[src/rtl/rcd_pkg.sv]
`default_nettype none

package rcd_pkg;

   localparam int BLOCKS_PER_GROUP    = 6;
   localparam int SECOND_TABLE_BLOCKS = 2;

   localparam int DATA_W   = 16;
   localparam int FUNC_W   = 2;
   localparam int COEFF_W  = 16;
   localparam int POS_W    = 6;
   localparam int BLOCK_W  = 3;
   localparam int VALUE_W  = 10;
   localparam int SCALE_W  = 6;
   localparam int QBYTE_W  = 8;

   localparam int TABLE_DEPTH = 128;
   localparam int TABLE_AW    = $clog2(TABLE_DEPTH);

   localparam int QUEUE_DEPTH = 2;
   localparam int QUEUE_AW    = $clog2(QUEUE_DEPTH);

   localparam logic [DATA_W-1:0] EOB_CODE = 16'hFE00;
   localparam logic [POS_W-1:0]  LAST_POS = 6'd63;

   typedef enum logic [FUNC_W-1:0] {
      FUNC_TABLE = 2'd0,
      FUNC_COEF  = 2'd1,
      FUNC_CLEAR = 2'd2
   } func_type;

   typedef enum logic [1:0] {
      KIND_TABLE,
      KIND_COEF,
      KIND_EOB,
      KIND_CLEAR
   } kind_type;

   typedef struct packed {
      kind_type          kind;
      logic [DATA_W-1:0] data;
   } entry_type;

endpackage

`default_nettype wire

[src/rtl/rle_coefficient_dequantizer.sv]
// Run-length coefficient dequantizer for 8x8 blocks. Each input word carries a function code
// in req_tuser: a quantization table byte (stored at a wrapping index into a 128-entry table,
// upper half used by the first two blocks of each group of six), a coded halfword that is
// expanded into dequantized coefficients, or a clear of the tables and counters. A front end
// classifies words into a two-entry queue and a back-end sequencer executes them in order, so
// table writes and coefficient reads never pass each other. The sequencer issues one output
// word per cycle, unless rsp_tready stalls, for every zero of a run or end-of-block fill; a
// dequantized coefficient passes a table memory read, two registered multiplies and an output
// load, a table byte or clear acts at dispatch, and an output register decouples rsp_tready.
`default_nettype none

module rle_coefficient_dequantizer
   import rcd_pkg::*;
(
   input  wire logic        clock,
   input  wire logic        reset,
   input  wire logic        req_tvalid,
   output logic             req_tready,
   input  wire logic [15:0] req_tdata,  // [15:0] data
   input  wire logic [1:0]  req_tuser,  // [1:0] func
   output logic             rsp_tvalid,
   input  wire logic        rsp_tready,
   output logic [31:0]      rsp_tdata,  // [15:0] coeff, [21:16] position, [24:22] block_number
   output logic             rsp_tlast,
   output logic [0:0]       rsp_tuser   // [0] block_done
);

   entry_type           push_entry;
   entry_type           pop_entry;
   logic                push_valid, push_ready;
   logic                pop_valid, pop_ready;
   logic [COEFF_W-1:0]  coeff;
   logic [POS_W-1:0]    position;
   logic [BLOCK_W-1:0]  block_number;
   logic                block_done;

   rcd_front u_front (
      .req_tvalid (req_tvalid),
      .req_tready (req_tready),
      .req_tdata  (req_tdata),
      .req_tuser  (req_tuser),
      .push_valid (push_valid),
      .push_ready (push_ready),
      .push_entry (push_entry)
   );

   rcd_queue u_queue (
      .clock      (clock),
      .reset      (reset),
      .push_valid (push_valid),
      .push_ready (push_ready),
      .push_entry (push_entry),
      .pop_valid  (pop_valid),
      .pop_ready  (pop_ready),
      .pop_entry  (pop_entry)
   );

   rcd_back u_back (
      .clock            (clock),
      .reset            (reset),
      .pop_valid        (pop_valid),
      .pop_ready        (pop_ready),
      .pop_entry        (pop_entry),
      .rsp_tvalid       (rsp_tvalid),
      .rsp_tready       (rsp_tready),
      .rsp_coeff        (coeff),
      .rsp_position     (position),
      .rsp_block_number (block_number),
      .rsp_last         (rsp_tlast),
      .rsp_block_done   (block_done)
   );

   assign rsp_tdata = {7'b0, block_number, position, coeff};
   assign rsp_tuser = block_done;

endmodule

`default_nettype wire

[src/rtl/rcd_ram.sv]
`default_nettype none

module rcd_ram #(
   parameter int WIDTH = 8,
   parameter int DEPTH = 128
) (
   input  wire logic                     clock,
   input  wire logic                     wr_en,
   input  wire logic [$clog2(DEPTH)-1:0] wr_addr,
   input  wire logic [WIDTH-1:0]         wr_data,
   input  wire logic                     rd_en,
   input  wire logic [$clog2(DEPTH)-1:0] rd_addr,
   output logic      [WIDTH-1:0]         rd_data
);

   logic [WIDTH-1:0] mem_ff [DEPTH];

   always_ff @(posedge clock) begin
      if (wr_en) begin
         mem_ff[wr_addr] <= wr_data;
      end
      if (rd_en) begin
         rd_data <= mem_ff[rd_addr];
      end
   end

endmodule

`default_nettype wire

[src/rtl/rcd_front.sv]
`default_nettype none

module rcd_front
   import rcd_pkg::*;
(
   input  wire logic              req_tvalid,
   output logic                   req_tready,
   input  wire logic [DATA_W-1:0] req_tdata,
   input  wire logic [FUNC_W-1:0] req_tuser,
   output logic                   push_valid,
   input  wire logic              push_ready,
   output entry_type              push_entry
);

   always_comb begin
      push_entry.data = req_tdata;
      push_entry.kind = KIND_TABLE;
      push_valid      = req_tvalid;
      case (req_tuser)
         FUNC_TABLE: begin
            push_entry.kind = KIND_TABLE;
         end
         FUNC_COEF: begin
            push_entry.kind = (req_tdata == EOB_CODE) ? KIND_EOB : KIND_COEF;
         end
         FUNC_CLEAR: begin
            push_entry.kind = KIND_CLEAR;
         end
         default: begin
            // An unused function code is taken and dropped here.
            push_valid = 1'b0;
         end
      endcase
   end

   assign req_tready = push_ready;

endmodule

`default_nettype wire

[src/rtl/rcd_queue.sv]
`default_nettype none

module rcd_queue
   import rcd_pkg::*;
(
   input  wire logic      clock,
   input  wire logic      reset,
   input  wire logic      push_valid,
   output logic           push_ready,
   input  wire entry_type push_entry,
   output logic           pop_valid,
   input  wire logic      pop_ready,
   output entry_type      pop_entry
);

   entry_type               entry_ff [QUEUE_DEPTH];
   logic [QUEUE_AW-1:0]     wr_ptr_ff, wr_ptr_in;
   logic [QUEUE_AW-1:0]     rd_ptr_ff, rd_ptr_in;
   logic [QUEUE_AW:0]       count_ff, count_in;
   logic                    do_push, do_pop;

   assign push_ready = (count_ff != (QUEUE_AW+1)'(QUEUE_DEPTH));
   assign pop_valid  = (count_ff != '0);
   assign pop_entry  = entry_ff[rd_ptr_ff];
   assign do_push    = push_valid && push_ready;
   assign do_pop     = pop_valid && pop_ready;

   always_comb begin
      wr_ptr_in = wr_ptr_ff;
      rd_ptr_in = rd_ptr_ff;
      count_in  = count_ff;
      if (do_push) begin
         wr_ptr_in = (wr_ptr_ff == QUEUE_AW'(QUEUE_DEPTH-1)) ? '0 : wr_ptr_ff + 1'b1;
      end
      if (do_pop) begin
         rd_ptr_in = (rd_ptr_ff == QUEUE_AW'(QUEUE_DEPTH-1)) ? '0 : rd_ptr_ff + 1'b1;
      end
      if (do_push && !do_pop) begin
         count_in = count_ff + 1'b1;
      end else if (do_pop && !do_push) begin
         count_in = count_ff - 1'b1;
      end
   end

   always_ff @(posedge clock) begin
      if (reset) begin
         wr_ptr_ff <= '0;
         rd_ptr_ff <= '0;
         count_ff  <= '0;
      end else begin
         wr_ptr_ff <= wr_ptr_in;
         rd_ptr_ff <= rd_ptr_in;
         count_ff  <= count_in;
      end
      if (do_push) begin
         entry_ff[wr_ptr_ff] <= push_entry;
      end
   end

endmodule

`default_nettype wire

[src/rtl/rcd_back.sv]
`default_nettype none

module rcd_back
   import rcd_pkg::*;
(
   input  wire logic               clock,
   input  wire logic               reset,
   input  wire logic               pop_valid,
   output logic                    pop_ready,
   input  wire entry_type          pop_entry,
   output logic                    rsp_tvalid,
   input  wire logic               rsp_tready,
   output logic [COEFF_W-1:0]      rsp_coeff,
   output logic [POS_W-1:0]        rsp_position,
   output logic [BLOCK_W-1:0]      rsp_block_number,
   output logic                    rsp_last,
   output logic                    rsp_block_done
);

   typedef enum logic [2:0] {
      ST_IDLE,
      ST_ZERO,
      ST_RD,
      ST_MUL1,
      ST_MUL2,
      ST_EMIT
   } state_type;

   state_type                    state_ff, state_in;
   logic [POS_W-1:0]             pos_ff, pos_in;
   logic [BLOCK_W-1:0]           blk_ff, blk_in;
   logic [SCALE_W-1:0]           scale_ff, scale_in;
   logic [TABLE_AW-1:0]          widx_ff, widx_in;
   logic [TABLE_DEPTH-1:0]       valid_ff, valid_in;
   logic [POS_W-1:0]             run_ff, run_in;
   logic                         eob_ff, eob_in;
   logic                         first_ff, first_in;
   logic signed [VALUE_W-1:0]    val_ff, val_in;
   logic                         rd_valid_ff, rd_valid_in;
   logic signed [VALUE_W+QBYTE_W:0]          m1_ff, m1_in;
   logic signed [VALUE_W+QBYTE_W+SCALE_W+1:0] prod;
   logic [COEFF_W-1:0]           res_ff, res_in;

   logic                         rsp_valid_ff, rsp_valid_in;
   logic [COEFF_W-1:0]           rsp_coeff_ff, rsp_coeff_in;
   logic [POS_W-1:0]             rsp_pos_ff, rsp_pos_in;
   logic [BLOCK_W-1:0]           rsp_blk_ff, rsp_blk_in;
   logic                         rsp_last_ff, rsp_last_in;
   logic                         rsp_done_ff, rsp_done_in;

   logic                         out_free;
   logic                         load;
   logic                         advance;
   logic                         at_end;
   logic                         ram_wr_en;
   logic                         ram_rd_en;
   logic [TABLE_AW-1:0]          ram_rd_addr;
   logic [QBYTE_W-1:0]           ram_rd_data;
   logic [QBYTE_W-1:0]           qbyte;

   rcd_ram #(
      .WIDTH(QBYTE_W),
      .DEPTH(TABLE_DEPTH)
   ) u_table (
      .clock   (clock),
      .wr_en   (ram_wr_en),
      .wr_addr (widx_ff),
      .wr_data (pop_entry.data[QBYTE_W-1:0]),
      .rd_en   (ram_rd_en),
      .rd_addr (ram_rd_addr),
      .rd_data (ram_rd_data)
   );

   assign out_free    = !rsp_valid_ff || rsp_tready;
   assign at_end      = (pos_ff == LAST_POS);
   assign pop_ready   = (state_ff == ST_IDLE);
   assign ram_wr_en   = (state_ff == ST_IDLE) && pop_valid && (pop_entry.kind == KIND_TABLE);
   assign ram_rd_en   = (state_ff == ST_RD);
   // Blocks at the start of each group use the upper table.
   assign ram_rd_addr = {(int'(blk_ff) < SECOND_TABLE_BLOCKS), pos_ff};
   assign qbyte       = rd_valid_ff ? ram_rd_data : '0;
   assign prod        = m1_ff * $signed({1'b0, scale_ff});

   always_comb begin
      state_in     = state_ff;
      pos_in       = pos_ff;
      blk_in       = blk_ff;
      scale_in     = scale_ff;
      widx_in      = widx_ff;
      valid_in     = valid_ff;
      run_in       = run_ff;
      eob_in       = eob_ff;
      first_in     = first_ff;
      val_in       = val_ff;
      rd_valid_in  = rd_valid_ff;
      m1_in        = m1_ff;
      res_in       = res_ff;
      load         = 1'b0;
      advance      = 1'b0;
      rsp_coeff_in = rsp_coeff_ff;
      rsp_last_in  = rsp_last_ff;

      case (state_ff)
         ST_IDLE: begin
            if (pop_valid) begin
               val_in   = $signed(pop_entry.data[VALUE_W-1:0]);
               run_in   = pop_entry.data[DATA_W-1:VALUE_W];
               eob_in   = 1'b0;
               first_in = 1'b0;
               case (pop_entry.kind)
                  KIND_TABLE: begin
                     valid_in[widx_ff] = 1'b1;
                     widx_in           = widx_ff + 1'b1;
                  end
                  KIND_CLEAR: begin
                     valid_in = '0;
                     widx_in  = '0;
                     scale_in = '0;
                     pos_in   = '0;
                     blk_in   = '0;
                  end
                  KIND_EOB: begin
                     eob_in   = 1'b1;
                     state_in = ST_ZERO;
                     if (pos_ff == '0) begin
                        scale_in = '0;
                     end
                  end
                  KIND_COEF: begin
                     if (pos_ff == '0) begin
                        first_in = 1'b1;
                        scale_in = pop_entry.data[DATA_W-1:VALUE_W];
                        state_in = ST_RD;
                     end else if (pop_entry.data[DATA_W-1:VALUE_W] != '0) begin
                        state_in = ST_ZERO;
                     end else begin
                        state_in = ST_RD;
                     end
                  end
                  default: begin
                     state_in = ST_IDLE;
                  end
               endcase
            end
         end
         ST_ZERO: begin
            if (out_free) begin
               load         = 1'b1;
               advance      = 1'b1;
               rsp_coeff_in = '0;
               rsp_last_in  = at_end;
               if (at_end) begin
                  state_in = ST_IDLE;
               end else if (!eob_ff) begin
                  run_in = run_ff - 1'b1;
                  if (run_ff == POS_W'(1)) begin
                     state_in = ST_RD;
                  end
               end
            end
         end
         ST_RD: begin
            rd_valid_in = valid_ff[ram_rd_addr];
            state_in    = ST_MUL1;
         end
         ST_MUL1: begin
            m1_in    = val_ff * $signed({1'b0, qbyte});
            state_in = ST_MUL2;
         end
         ST_MUL2: begin
            // The shift by four on a two's complement product rounds toward minus infinity.
            res_in   = first_ff ? m1_ff[COEFF_W-1:0] : prod[COEFF_W+3:4];
            state_in = ST_EMIT;
         end
         ST_EMIT: begin
            if (out_free) begin
               load         = 1'b1;
               advance      = 1'b1;
               rsp_coeff_in = res_ff;
               rsp_last_in  = 1'b1;
               state_in     = ST_IDLE;
            end
         end
         default: begin
            state_in = ST_IDLE;
         end
      endcase

      rsp_pos_in  = load ? pos_ff : rsp_pos_ff;
      rsp_blk_in  = load ? blk_ff : rsp_blk_ff;
      rsp_done_in = load ? at_end : rsp_done_ff;

      if (advance) begin
         if (at_end) begin
            pos_in = '0;
            blk_in = (blk_ff == BLOCK_W'(BLOCKS_PER_GROUP-1)) ? '0 : blk_ff + 1'b1;
         end else begin
            pos_in = pos_ff + 1'b1;
         end
      end

      if (load) begin
         rsp_valid_in = 1'b1;
      end else if (rsp_tready) begin
         rsp_valid_in = 1'b0;
      end else begin
         rsp_valid_in = rsp_valid_ff;
      end
   end

   always_ff @(posedge clock) begin
      if (reset) begin
         state_ff     <= ST_IDLE;
         pos_ff       <= '0;
         blk_ff       <= '0;
         scale_ff     <= '0;
         widx_ff      <= '0;
         valid_ff     <= '0;
         rsp_valid_ff <= 1'b0;
      end else begin
         state_ff     <= state_in;
         pos_ff       <= pos_in;
         blk_ff       <= blk_in;
         scale_ff     <= scale_in;
         widx_ff      <= widx_in;
         valid_ff     <= valid_in;
         rsp_valid_ff <= rsp_valid_in;
      end
      run_ff       <= run_in;
      eob_ff       <= eob_in;
      first_ff     <= first_in;
      val_ff       <= val_in;
      rd_valid_ff  <= rd_valid_in;
      m1_ff        <= m1_in;
      res_ff       <= res_in;
      rsp_coeff_ff <= rsp_coeff_in;
      rsp_pos_ff   <= rsp_pos_in;
      rsp_blk_ff   <= rsp_blk_in;
      rsp_last_ff  <= rsp_last_in;
      rsp_done_ff  <= rsp_done_in;
   end

   assign rsp_tvalid       = rsp_valid_ff;
   assign rsp_coeff        = rsp_coeff_ff;
   assign rsp_position     = rsp_pos_ff;
   assign rsp_block_number = rsp_blk_ff;
   assign rsp_last         = rsp_last_ff;
   assign rsp_block_done   = rsp_done_ff;

   a_blk_range: assert property (@(posedge clock) disable iff (reset)
      int'(blk_ff) < BLOCKS_PER_GROUP)
      else $error("Block counter left the group range.");

   a_zero_run_left: assert property (@(posedge clock) disable iff (reset)
      (state_ff == ST_ZERO && !eob_ff) |-> (run_ff != '0))
      else $error("Zero run entered with nothing left to emit.");

   a_mid_word_busy: assert property (@(posedge clock) disable iff (reset)
      (load && !rsp_last_in) |=> (state_ff != ST_IDLE))
      else $error("Sequencer went idle before the last coefficient of a word.");

   a_mul_order: assert property (@(posedge clock) disable iff (reset)
      (state_ff == ST_MUL1) |-> ($past(state_ff) == ST_RD))
      else $error("Multiply stage entered without a table read.");

endmodule

`default_nettype wire

[config.mk]
export PLATFORM = sky130hd
export DESIGN_NAME = rle_coefficient_dequantizer
export DESIGN_NICKNAME = d
export VERILOG_FILES = /design/src/rtl/rcd_pkg.sv /design/src/rtl/rle_coefficient_dequantizer.sv /design/src/rtl/rcd_ram.sv /design/src/rtl/rcd_front.sv /design/src/rtl/rcd_queue.sv /design/src/rtl/rcd_back.sv
export SDC_FILE = /design/constraint.sdc
export NUM_CORES = 2
export LEC_CHECK = 0
export ABC_AREA = 1
export BUFFER_PORTS_ARGS = -buffer_cell sky130_fd_sc_hd__buf_2
export CAP_MARGIN = 20
export CORE_MARGIN = 2
export CORE_UTILIZATION = 50
export CTS_CLUSTER_SIZE = 20
export DETAILED_ROUTE_END_ITERATION = 16
export GPL_TIMING_DRIVEN = 0
export PLACE_DENSITY = 0.68
export SETUP_SLACK_MARGIN = 0.3
export SLEW_MARGIN = 20
export SYNTH_ARGS = -nofsm -noshare
export SYNTH_HDL_FRONTEND = slang
export SYNTH_SLANG_ARGS = --single-unit
[constraint.sdc]
create_clock -name clock -period 4.45 [get_ports clock]
set_input_delay 0.2225 -clock clock [delete_from_list [all_inputs] [get_ports clock]]
set_output_delay 0.2225 -clock clock [all_outputs]
set_load 0.005 [all_outputs]
==> flow_summary.yaml <==
detailed_routing:
  drt_iter0_drc: 9454
  viasPerCell: 6.16
  finalWirelength_um: 278000
  drc_errors: 0
  vias: 51500
  antenna_left: 0
  wl_per_cell_um: 33.2
  dr.pass1.iters: 7
floorplanning:
  rows: 128
  fp.dieW_um: 354
  die-area_um2: 125000
  core_um2: 122000
  start_util_pct: 50.4
  ioPinCount: 58
  die_h_um: 354
clock_tree:
  clock_latency_ps: 840
  numCtsBuffers: 139
  cts_root_buf: "clkbuf_16"
  numClockSinks: 1308
  cts_htree_levels: 4
  cts_tree: "done"
  clkSlewWorstSetupHoldPaths_ps: 60
  clk_path_buf_depth: 3
synthesis:
  ys_warn_count: 0
  synth_async_sr_flop_share_pct: 0
  synth_cell_types: 45
  ys_ff_latch: 1308
  synth_area_leaders: "edfxtp_1 (56%), nand2_1 (10%), dfxtp_1 (5.2%)"
  yosys.area.top_type: "edfxtp_1"
  yosysTopAreaCellShare_pct: 56.3
  synth_edf_count: 1149
  synth_ff_type: "edfxtp_1"
  netlist_area_um2: 61300
  netlist_instances: 6214
  ys_seq_area_share_pct: 61.5
  synth_area_per_cell_um2: 9.86
placement:
  pre_cts_ws_ps: -386
  post-place-cells: 7984
  port-buffer-count: 49
  place_congestion: 1.15
  place_hpwl_um: 190000
timing:
  layout_min_cycle_time_ps: 4330
  drv_slew: 0
  rsz0062_at_grt: "yes"
  worst_pin_slew_ps: 1350
  slew_headroom_pct: 9.71
  hold_viol_final: 0
  fin_skew_ps: 66.1
  max_freq_mhz: 231
  setup_ws_ps: 117
  setup_violations: 0
  period_share_pct: 97.4
critical_path:
  r2r_start: "u_back.rd_valid_ff$_DFFE_PP_"
  timing.rr.end: "u_back.m1_ff[17]$_DFFE_PN_"
  rr_worst_depth: 18
  critPathRequiredTime_ps: 4980
  ff2ff_setup_slack_ps: 120
  start_kind: "flop"
  cp-end-kind: "flop"
  arrival_ps: 4860
  cp_max_fo: 8
  worstSetupPathType: "reg2reg"
global_route:
  grt_usage_pct: 43.7
  grt_pass1_wl_um: 372000
  overflow: 0
  grt_start_max_net_pins: 71
  antenna_found_initial: 27
  grt_pass1_vias: 46913
flow_run:
  drv_cap: 0
final_layout:
  final_cell_mix: "nand2_1 (1604), edfxtp_1 (1149), nor2_1 (790)"
  nets: 6830
  area_growth_pct: 17.3
  final_cells: 8355
  drive_gt1_share_pct: 15.3
  final_common_cell: "nand2_1"
pwr:
  leakage_nw: 29.0
  ir_drop_mv: 0.715
  power_density_nw_per_um2: 615
status:
  outcome: "finished, final reports clean"
min_path:
  whs_endpoint: "u_queue.entry_ff[1][16]$_DFFE_PP_"
  worstHoldStart: "req_tuser[0]"
  hp-class: "in2reg"
  min_path_cells: 5
[logic make-up (layout without fill, tap and decap cells)]
kind of cell,Yosys count,after routing,synth area share [%]
adders and majority gates,212,212,5.85
muxes,1,1,0.0163
and+or+nand+nor,3126,3126,20.6
DFF,1308,1308,61.5
buffers and inverters,958,1452,6.55
AOI/OAI and AO/OA,579,579,5.08
other,1,23,0.00612
xor gates and xnor gates,29,29,0.414
[where the power goes]
group | total (mW) | switching, mW | internal, mW
sequential | 15.1 | 0.234 | 14.9
clock | 11.6 | 5.30 | 6.30
combinational | 17.4 | 12.6 | 4.88
[repair_timing]
action                                 CTS  global route
buffers inserted                        44            28
endpoints found under the hold margin   43             0
hold buffers                            21             0
pin swaps                               53            81
cloned                                   0             3
setup endpoints to repair               23            22
gates resized for setup                142           147
[state kept, by name (all words and copies together), names as in the netlist, 2 cells and up, named ones only]
register,cells
u_back.res_ff,16
u_back.run_ff,6
u_back.m1_ff,19
u_queue.entry_ff,36
u_back.blk_ff,3
u_back.rsp_position,6
u_back.scale_ff,6
u_back.widx_ff,7
u_back.state_ff,3
u_back.u_table.mem_ff,1024
u_back.rsp_coeff,16
u_back.pos_ff,6
u_back.val_ff,10
u_back.u_table.rd_data,8
u_back.valid_ff,128
u_back.rsp_block_number,3
u_queue.count_ff,2
[layout make-up]
type / count / area (um^2)
fill: 10083 / 49800
inverter: 628 / 2400
tap: 1625 / 2030
clock inverter: 82 / 833
clock buffer: 177 / 3650
sequential: 1308 / 37700
timing repair buffer: 235 / 2100
multi-input combinational: 3954 / 21300
antenna: 16 / 40.0
buffer: 330 / 1820
[synthesized netlist by cell type, types with 4 or more instances]
cell type	instances
nand2_1	1667
nand4_1	9
clkinv_1	5
o22ai_1	4
and3_1	6
fa_1	124
a21oi_1	114
buf_4	27
a31oi_1	113
o211ai_1	13
nor3_1	140
xor2_1	16
edfxtp_1	1149
nor3_2	6
nand3_1	463
or2_2	11
buf_6	12
o21ai_0	273
clkbuf_1	102
dfxtp_1	159
buf_2	171
inv_2	11
ha_1	88
o21ai_1	49
xnor2_1	13
nor2_1	811
inv_1	611
buf_1	17
[worst max-delay path, stage by stage, from the launching register on]
cell	delay [ps]
edfxtp_1	370
buf_12	190
nand2_8	90
clkinv_8	80
nand2_8	50
fa_2	640
inv_2	60
buf_4	140
fa_1	460
fa_1	500
inv_1	50
fa_1	470
inv_1	60
ha_4	270
a21oi_4	150
o31ai_1	90
a21oi_1	130
nand2_1	80
xor2_1	140
[worst max path at each step]
stage,startpoint,endpoint,slack (ps),cells past startpoint
global placement,flop,u_back.u_table.mem_ff[4][5]$_DFFE_PP_,-1610,4
finish,u_back.rd_valid_ff$_DFFE_PP_,u_back.m1_ff[17]$_DFFE_PN_,120,18
detailed placement,u_back.scale_ff[4]$_SDFFE_PP0P_,u_back.res_ff[14]$_DFFE_PN_,-390,19
CTS,u_back.rd_valid_ff$_DFFE_PP_,u_back.m1_ff[14]$_DFFE_PN_,180,19
floorplan,u_back.scale_ff[2]$_SDFFE_PP0P_,u_back.res_ff[9]$_DFFE_PN_,300,18
global route,u_back.rd_valid_ff$_DFFE_PP_,u_back.m1_ff[14]$_DFFE_PN_,-10,19
[routing by layer]
| metal | track usage (%) | wire length (um) | vias up | part of all wire [%] |
|---|---|---|---|---|
| met4 | 34.4 | 27500 | 20 | 9.9 |
| li1 | - | - | 21294 | - |
| met3 | 17.9 | 42700 | 1134 | 15 |
| met1 | 54.1 | 95000 | 24679 | 34 |
| met5 | 0.491 | 216 | - | 0.078 |
| met2 | 60.4 | 112000 | 4373 | 40 |
[per-stage QoR]
stage	power [mW]	utilization (%)	area, um^2	setup TNS [ps]	hold WS, ps
3_3_place_gp	29.5	52.3	63700	-1289230	413
6_report	44.2	59.1	71900	0	102
2_1_floorplan	23.3	-	61400	0	321
3_5_place_dp	29.8	53.8	65400	-3210	415
4_1_cts	42.3	58.4	71100	0	60.6
5_1_grt	45.2	59.0	71800	-15.1	125
Power figures use the tool's default switching activity.
